## src/rtl/core/dpq_pkg.sv

```systemverilog
`timescale 1ns / 1ps

package dpq_pkg;

    localparam int DEPTH_DEFAULT = 256;
    localparam int COORD_W       = 8;
    localparam int FUNC_W        = 2;
    localparam int STATUS_W      = 3;
    localparam int SLOT_W        = 8;

    // request operation codes
    typedef enum logic [FUNC_W-1:0] {
        FN_INSERT = 2'd0,
        FN_REMOVE = 2'd1,
        FN_FIND   = 2'd2
    } func_t;

    // result status codes
    typedef enum logic [STATUS_W-1:0] {
        ST_DONE      = 3'd0,
        ST_PRESENT   = 3'd1,
        ST_FULL      = 3'd2,
        ST_EMPTY     = 3'd3,
        ST_NOT_FOUND = 3'd4
    } status_t;

    // sequencer states
    typedef enum logic [1:0] {
        FSM_IDLE,
        FSM_SEARCH,
        FSM_FINISH
    } fsm_t;

    // one stored coordinate pair
    typedef struct packed {
        logic [COORD_W-1:0] row;
        logic [COORD_W-1:0] col;
    } entry_t;

    // per-cell control from the sequencer
    typedef struct packed {
        logic valid;
        logic load;
        logic shift;
    } cell_ctrl_t;

endpackage

```

## src/rtl/core/dpq_cell.sv

```systemverilog
`timescale 1ns / 1ps

module dpq_cell (
    input  logic                clk,
    input  dpq_pkg::cell_ctrl_t ctrl,
    input  dpq_pkg::entry_t     key,
    input  dpq_pkg::entry_t     shift_in,
    output dpq_pkg::entry_t     data,
    output logic                hit
);

    dpq_pkg::entry_t data_reg;
    dpq_pkg::entry_t data_next;

    // shift from the right neighbor wins over a load
    always_comb
    begin
        data_next = data_reg;
        if (ctrl.shift)
        begin
            data_next = shift_in;
        end
        else if (ctrl.load)
        begin
            data_next = key;
        end
    end

    always_ff @(posedge clk)
    begin
        data_reg <= data_next;
    end

    assign data = data_reg;
    assign hit  = ctrl.valid && (data_reg == key);

endmodule

```

## config.mk

```make
export PLATFORM = sky130hd
export DESIGN_NAME = dpq_cell
export DESIGN_NICKNAME = d
export VERILOG_FILES = /design/src/rtl/core/dpq_pkg.sv /design/src/rtl/core/dpq_cell.sv
export SDC_FILE = /design/constraint.sdc
export NUM_CORES = 1
export LEC_CHECK = 0
export BUFFER_PORTS_ARGS = -buffer_cell sky130_fd_sc_hd__buf_2
export CORE_MARGIN = 2
export CORE_UTILIZATION = 41
export DETAILED_ROUTE_END_ITERATION = 10
export GPL_ROUTABILITY_DRIVEN = 0
export PLACE_DENSITY = 0.77
export SYNTH_ARGS = -nofsm -noshare
export SYNTH_HDL_FRONTEND = slang
export SYNTH_SLANG_ARGS = --single-unit
export TNS_END_PERCENT = 100
```

## constraint.sdc

```tcl
create_clock -name clk -period 1.6 [get_ports clk]
set_clock_uncertainty 0.15 [all_clocks]
set_input_delay 0.08 -clock clk [delete_from_list [all_inputs] [get_ports clk]]
set_output_delay 0.08 -clock clk [all_outputs]
set_load 0.1 [all_outputs]
```

==> key figures <==
Status
  – Status: finished, violations left
  – Violated checks: negative setup slack

Timing
  – Fmax: 0.489 GHz
  – RSZ-0062 raised after global routing: true
  – Rel. slew slack: 0.672
  – Worst setup margin: -0.444 ns
  – Slew Viols, Final: 0
  – Worst slew pin tran: 0.495 ns
  – Hold Vio Cnt, Final: 0
  – Hold slack: 0.181 ns
  – Crit path time final: 2.04 ns
  – Final setup vio count: 1
  – Final Cycle Share: 1.28

Placement
  – Placed insts: 135
  – Port-buffer cells: 52
  – DP Wirelength: 1.44 mm

Yosys
  – Post-Syn Area: 858 µm²
  – Yosys warns: 0
  – Post-synth top cells: 16 x edfxtp_1, 16 x mux2_2, 12 x xnor2_1, 4 x xor2_1, 3 x nand4_1
  – Synth top area share: 0.560
  – EDFF count, synth: 16
  – Synth Flop Type: edfxtp_1
  – Cell variety after synth: 10
  – Asr flop ratio synth: 0
  – Post-Syn Instances: 57
  – Synth Register Bits: 16
  – Post-Syn Nets: 93
  – Top cells by area, synth: edfxtp_1 56%, mux2_2 21%, xnor2_1 12%, xor2_1 4.1%, nand4_1 2.2%
  – Post-synth top area cell: edfxtp_1
  – Sequential cell area fraction in the yosys report: 0.560
  – Syn Area/Cell: 15.1 µm²

Cells and area
  – Number of flip-flops in the largest register: 16
  – Ant diodes: 0
  – Layout cell share with drive strength beyond 1: 0.521
  – Layout fillers: 134
  – Multi-input logic area: 383 µm²
  – Register area: 480 µm²
  – Post-route insts no fill: 171
  – Nets: 181
  – Layout area overhead: 77.8%

Routing
  – Drt initial violations: 6
  – Via Count: 797
  – First drt pass iteration count: 4
  – Vias/cell: 4.66
  – DRT Wirelength: 2.47 mm
  – Avg WL per Cell: 14.5 µm
  – Final ANT Viol Nets: 0
  – Residual DRC: 0

Floorplan
  – FP Rows: 16
  – Placeable Area: 0.00196 mm²
  – Initial core utilization: 0.437
  – I/O Pins: 53
  – Die Span Y: 49.8 µm
  – Die Area: 0.00248 mm²
  – Die Width: 49.8 µm

Clocking
  – Clk slew on worst S/H paths: 0.10 ns
  – Clock root buffer master: clkbuf_4
  – # H-tree levels: 1
  – Clock buffer depth: 2
  – Sink Count: 16
  – Post-CTS setup buffers: 0
  – TritonCTS clock tree: done
  – Num CTS Buffers: 3

Min path
  – Hold_sp: ctrl[0]
  – Min-delay worst type: in2reg

Critical path
  – CP max FO: 2
  – Crit path capture type: output port
  – Critical Path RT: 1.37 ns
  – Worst endpoint data arrival time: 1.81 ns
  – Setup CP Type: reg2out
  – Worst Setup SP: data[4]
  – Critical Path Start Type: register

GRT
  – Largest net degree at the start of global routing: 17
  – Vias in the first global route: 885
  – Initial antenna violation count: 0
  – First-pass GRT wire length: 3.97 mm
  – Grt ovf: 0
  – Total GRT Usage: 0.215

Power and ir drop
  – Leak: 0.000648 µW
  – Power density cells: 908 mW/mm²
  – Total power: 1390 µW
  – VDD IR-drop max: 668 µV

Flow run
  – Max-cap violations: 0
-- routing by layer --
layer | vias up | part of all wire | global-route usage
met3 | 4 | 0.049 | 0.0455
met2 | 32 | 0.55 | 0.436
met5 | - | 0 | 0
li1 | 390 | - | -
met4 | 0 | 0.013 | 0.0556
met1 | 371 | 0.38 | 0.216
-- worst max-delay path, cell delays in order (launching register included) --
cell,delay (ns)
edfxtp_1,0.43
xor2_1,0.18
nor4_2,0.31
nand4_1,0.18
nor4_4,0.22
buf_12,0.21
-- cells in the final DEF, fill, tap and decap left out --
cell type      Yosys  routed
nand2_1            1       1
dlygate4sd3_1      0      32
nor4_4             0       1
clkbuf_4           0       3
buf_4              0       1
mux2_2            16      16
clkinv_1           0       1
nor4_2             1       1
nand4_1            3       3
xor2_1             4       4
buf_12             0       1
xnor2_1           12      12
edfxtp_1          16      16
or2_2              1       1
buf_2              2      51
-- final timing paths --
path	end	slack [ns]	depth (start not counted)
hold / removal	data[10]	0.18	2
setup / recovery	hit	-0.44	5
-- cell families after synthesis --
group,count (synthesis),share of synthesized area
mux,16,0.210
flops,16,0.560
buf+inv,2,0.0117
xor+xnor,16,0.163
simple gates,7,0.0554
-- cell type report --
type | instances | area share
multi-input combinational | 39 | 0.251
tap | 27 | 0.0221
clock buffer | 3 | 0.0148
sequential | 16 | 0.315
timing repair buffer | 85 | 0.395
clock inverter | 1 | 0.00246
-- stage by stage --
stage	worst slack, ns	utilization	instance area, µm²	setup TNS [ns]
after detailed placement	-0.235	0.598	1170	-0.235
after floorplan	-1.14	-	867	-1.14
after global placement	-0.109	0.598	1170	-0.109
final	-0.444	0.778	1530	-0.444
after CTS	-0.477	0.778	1530	-0.477
after global routing	-0.557	0.778	1530	-0.557
-- report_power, final --
part	total (µW)	internal, µW	switching (µW)
combinational	616	181	435
clock	220	90.4	130
sequential	550	517	32.9
-- timing repair --
| item | in CTS | in global routing |
|---|---|---|
| endpoints found under the hold margin | 16 | 0 |
| cloned | 0 | 0 |
| pin swaps | 0 | 0 |
| hold buffers | 32 | 0 |
| resized for setup | 1 | 0 |
| setup endpoints to repair | 1 | 1 |
Power figures use the tool's default switching activity.
