## src/rtl/core/dpq_pkg.sv

```systemverilog
`timescale 1ns / 1ps

package dpq_pkg;

    localparam int DEPTH_DEFAULT = 256;
    localparam int COORD_W       = 8;
    localparam int FUNC_W        = 2;
    localparam int STATUS_W      = 3;
    localparam int SLOT_W        = 8;

    // request operation codes
    typedef enum logic [FUNC_W-1:0] {
        FN_INSERT = 2'd0,
        FN_REMOVE = 2'd1,
        FN_FIND   = 2'd2
    } func_t;

    // result status codes
    typedef enum logic [STATUS_W-1:0] {
        ST_DONE      = 3'd0,
        ST_PRESENT   = 3'd1,
        ST_FULL      = 3'd2,
        ST_EMPTY     = 3'd3,
        ST_NOT_FOUND = 3'd4
    } status_t;

    // sequencer states
    typedef enum logic [1:0] {
        FSM_IDLE,
        FSM_SEARCH,
        FSM_FINISH
    } fsm_t;

    // one stored coordinate pair
    typedef struct packed {
        logic [COORD_W-1:0] row;
        logic [COORD_W-1:0] col;
    } entry_t;

    // per-cell control from the sequencer
    typedef struct packed {
        logic valid;
        logic load;
        logic shift;
    } cell_ctrl_t;

endpackage

```

## src/rtl/core/dpq_match_tree.sv

```systemverilog
`timescale 1ns / 1ps

module dpq_match_tree #(
    parameter int DEPTH = dpq_pkg::DEPTH_DEFAULT
) (
    input  logic                     clk,
    input  logic [DEPTH-1:0]         hits,
    output logic                     root_hit,
    output logic [$clog2(DEPTH)-1:0] root_idx
);

    localparam int IW = $clog2(DEPTH);
    localparam int P  = 1 << IW;

    // heap layout: node n has children 2n and 2n+1, leaves are P .. 2P-1
    logic          hit_reg  [1:P-1];
    logic [IW-1:0] idx_reg  [1:P-1];
    wire           hit_next [1:P-1];
    wire  [IW-1:0] idx_next [1:P-1];

    for (genvar n = 1; n < P; n++)
    begin : g_node
        wire          l_hit;
        wire          r_hit;
        wire [IW-1:0] l_idx;
        wire [IW-1:0] r_idx;

        if (2 * n >= P)
        begin : g_leaf
            localparam int LI = 2 * n - P;
            localparam int RI = LI + 1;
            if (LI < DEPTH)
            begin : g_l
                assign l_hit = hits[LI];
            end
            else
            begin : g_lpad
                assign l_hit = 1'b0;
            end
            if (RI < DEPTH)
            begin : g_r
                assign r_hit = hits[RI];
            end
            else
            begin : g_rpad
                assign r_hit = 1'b0;
            end
            assign l_idx = l_hit ? IW'(LI) : '0;
            assign r_idx = r_hit ? IW'(RI) : '0;
        end
        else
        begin : g_inner
            assign l_hit = hit_reg[2*n];
            assign r_hit = hit_reg[2*n+1];
            assign l_idx = idx_reg[2*n];
            assign r_idx = idx_reg[2*n+1];
        end

        // at most one hit in the row, so an or-merge of indexes is exact
        assign hit_next[n] = l_hit | r_hit;
        assign idx_next[n] = l_idx | r_idx;
    end

    always_ff @(posedge clk)
    begin
        hit_reg <= hit_next;
        idx_reg <= idx_next;
    end

    assign root_hit = hit_reg[1];
    assign root_idx = idx_reg[1];

endmodule

```

## config.mk

```make
export PLATFORM = sky130hd
export DESIGN_NAME = dpq_match_tree
export DESIGN_NICKNAME = d
export VERILOG_FILES = /design/src/rtl/core/dpq_pkg.sv /design/src/rtl/core/dpq_match_tree.sv
export SDC_FILE = /design/constraint.sdc
export NUM_CORES = 1
export LEC_CHECK = 0
export BUFFER_PORTS_ARGS = -buffer_cell sky130_fd_sc_hd__buf_2
export CORE_AREA = 4 4 193 195
export DETAILED_ROUTE_END_ITERATION = 10
export DIE_AREA = 0 0 197 199
export PLACE_DENSITY = 0.73
export SLEW_MARGIN = 20
export SYNTH_ARGS = -nofsm -noshare
export SYNTH_HDL_FRONTEND = slang
export SYNTH_SLANG_ARGS = --single-unit
```

## constraint.sdc

```tcl
create_clock -name clk -period 0.95 [get_ports clk]
set_input_delay 0.1425 -clock clk [delete_from_list [all_inputs] [get_ports clk]]
set_output_delay 0.1425 -clock clk [all_outputs]
set_load 0.02 [all_outputs]
```

==> results by group <==
Clock network
  • Clock sinks: roughly 760
  • Clock Path Buffers: 3
  • CTS tree: yes
  • Root Buffer: clkbuf_16
  • H-tree lvl count: 3
  • CTS buffer count: 71
  • Postcts setup bufs: 0
  • Clk Latency, worst-skew pair: between 0.5 and 0.6 ns
  • Reg clk slew, reported paths: 0.07 ns

Floorplan
  • Die height: 199 um
  • Core area: 35400 sq um
  • Die width: between 150 and 200 um
  • I/O pin total: 266
  • Area of the die: 39200 sq um
  • Initial Util: 0.517
  • FP Rows: 69

Yosys
  • Main area contributors after synthesis: dfxtp_1, or2_2
  • Post-Synthesis Cell Area: 18300 sq um
  • Simple-Gate Fraction of Synth Area: 0.172
  • Syn Area/Cell: 14.5 sq um
  • Synth area leader: dfxtp_1
  • Cell variety after synth: 2
  • Mux cell area share after synthesis: 0
  • Sequential-to-total area share from yosys stat: 0.828
  • Largest family of logic cells by synthesized area: simple AND/OR/NAND/NOR gates
  • Post-synth top area share: 0.828
  • Post-synthesis compound-gate area fraction: 0
  • Post-synthesis adder-cell area fraction: 0
  • Syn_nets: 1516
  • Yosys warns: 0
  • Syn Inst Count: 1259
  • Synth Register Bits: ~760
  • XOR/XNOR share of the synthesized area: 0

Critical path
  • Slowest CP cell: dfxtp_2
  • Arrival @ worst endpoint: 1.01 ns
  • CP max stage delay: approximately 0.32 ns
  • Kind of critical path: reg2out
  • Cell Chain, Critical Path: buf_6
  • Crit-path leading delay family: flip-flops
  • Worst setup EP type: output port
  • Worst Path Max Fanout: 1
  • Worst path bufs/invs: 1
  • Critical Path RT: a little over 0.8 ns
  • Startpoint type of the worst setup path: flip-flop

STA
  • Worst slew pin tran: 0.140 ns
  • Final period util: 1.21
  • Fin crit period: 1.15 ns
  • Final Max Slew Viols: 0
  • Final setup margin: -0.202 ns
  • RSZ-0062 raised after global routing: yes
  • Max Clock Skew: ~0.021 ns
  • Post-Route Setup TNS: -1.71 ns
  • Endpoints failing setup: 9
  • Worst slew margin: 0.907
  • Fmax: 868 MHz
  • Final hold violations: 0

Placed design
  • PortBufs: 265
  • DP HPWL: 18.6 mm
  • DP Cell Count: 1985
  • Cell Area, Placed: 20200 sq um
  • Placer Congestion: between 0.7 and 0.8

Final layout
  • P&R area growth vs syn: 38.3%
  • Non-Filler Instances: roughly 2400
  • Multi-input logic area: 3140 sq um
  • Fraction of layout instances using a drive strength above 1: 0.466
  • Final nets: 2110
  • Fillers: 2182
  • Register Area: 15200 sq um
  • Final Cell Area: 25300 sq um

Outcome
  • Failing checks: negative setup slack
  • Status: finished with violations

GRT
  • First-pass GRT wire length: 57.9 mm
  • Initial antenna violation count: 11
  • Pin count of the biggest net entering global routing: 16
  • Vias in the first global route: approximately 12000
  • Total grt overflow: 0
  • Total GRT Usage: 0.192

Flow run
  • Max_cap viols: 0

Route
  • Drt total wl: 37.7 mm
  • Pre-Repair DR Iteration Count: 4
  • Initial DRC Count: 239
  • WL per Instance: roughly 16 um
  • Via count: 10256
  • DRC viols: 0
  • Vias per inst: 4.31
  • Final ANT Viol Nets: 0

Power
  • Cell Pwr Density: 2530 nW/um^2
  • Pleak: 10.4 nW
  • Max VDD drop: 2.16 mV

Worst hold path
  • Type of the worst min-delay path: in2reg
-- synth_stat cells --
master   count
dfxtp_1    757
or2_2      502
-- power by group --
part	internal [W]	switching, W	total (W)
logic	0.00142	0.000635	0.00206
clock network	0.0174	0.0115	0.0289
registers	0.0328	0.000301	0.0331
-- area by class of cell --
class / count / area share
flip-flops and latches: 757 / 0.599
repair buffers: 521 / 0.156
multi-input cells: 502 / 0.124
clock buffers: 98 / 0.0807
well taps: 461 / 0.0228
clock inverters: 27 / 0.0159
diodes: 11 / 0.00109
-- metal layers --
layer,track usage,up-vias,wire length [um]
met2,0.352,350,19800
met5,0,-,0
met1,0.196,4705,14100
met3,0.0476,131,1870
met4,0.117,0,1940
li1,-,5070,-
-- path summary, 6_finish.rpt --
path	startpoint	to	slack (ns)	cells after the start
min	hits[167]	g_node[105].r_idx[0]	0.20	2
max	root_idx[6]	root_idx[6]	-0.20	1
min reg2reg	g_node[29].r_idx[6]	g_node[14].r_idx[3]	0.34	0
max reg2reg	g_node[2].l_idx[0]	g_node[1].l_idx[0]	0.17	1
-- what timing repair did --
item / 4_1_cts / 5_1_grt
hold endpoints to repair: 256 / 0
hold buffers: 256 / 0
resized for setup: 27 / 0
setup endpoints to repair: 9 / 9
gates cloned: 0 / 0
-- flip-flops by register name, indices dropped and copies added, names as in the netlist --
| register | cells |
|---|---|
| root_idx | 8 |
| g_node.l_idx | 350 |
| g_node.r_hit | 10 |
| root_hit | 1 |
| g_node.r_idx | 364 |
| g_node.l_hit | 24 |
-- cell usage in the layout, fill, tap and decap left out, drive strengths merged --
cell type	n
inv	4
clkinv	15
buf	265
diode	11
dlygate4sd3	256
dfxtp	757
clkbuf	98
bufinv	8
or2	502
-- logic make-up (layout without fill, tap and decap cells) --
kind of cell	after synthesis	in the layout
AND/OR/NAND/NOR	502	502
buffers and inverters	0	646
flip-flops	757	757
other	0	11
-- through the flow --
stage	total power, W	setup slack [ns]	hold slack (ns)	util
floorplan	0.0341	0.277	0.170	-
global placement	0.0348	0.153	0.255	0.571
detailed placement	0.0349	0.152	0.256	0.571
CTS	0.0643	-0.239	0.165	0.714
global route	0.0662	-0.246	0.198	0.715
finish	0.0641	-0.202	0.201	0.715
No activity file was read; power rests on OpenSTA's default activity.
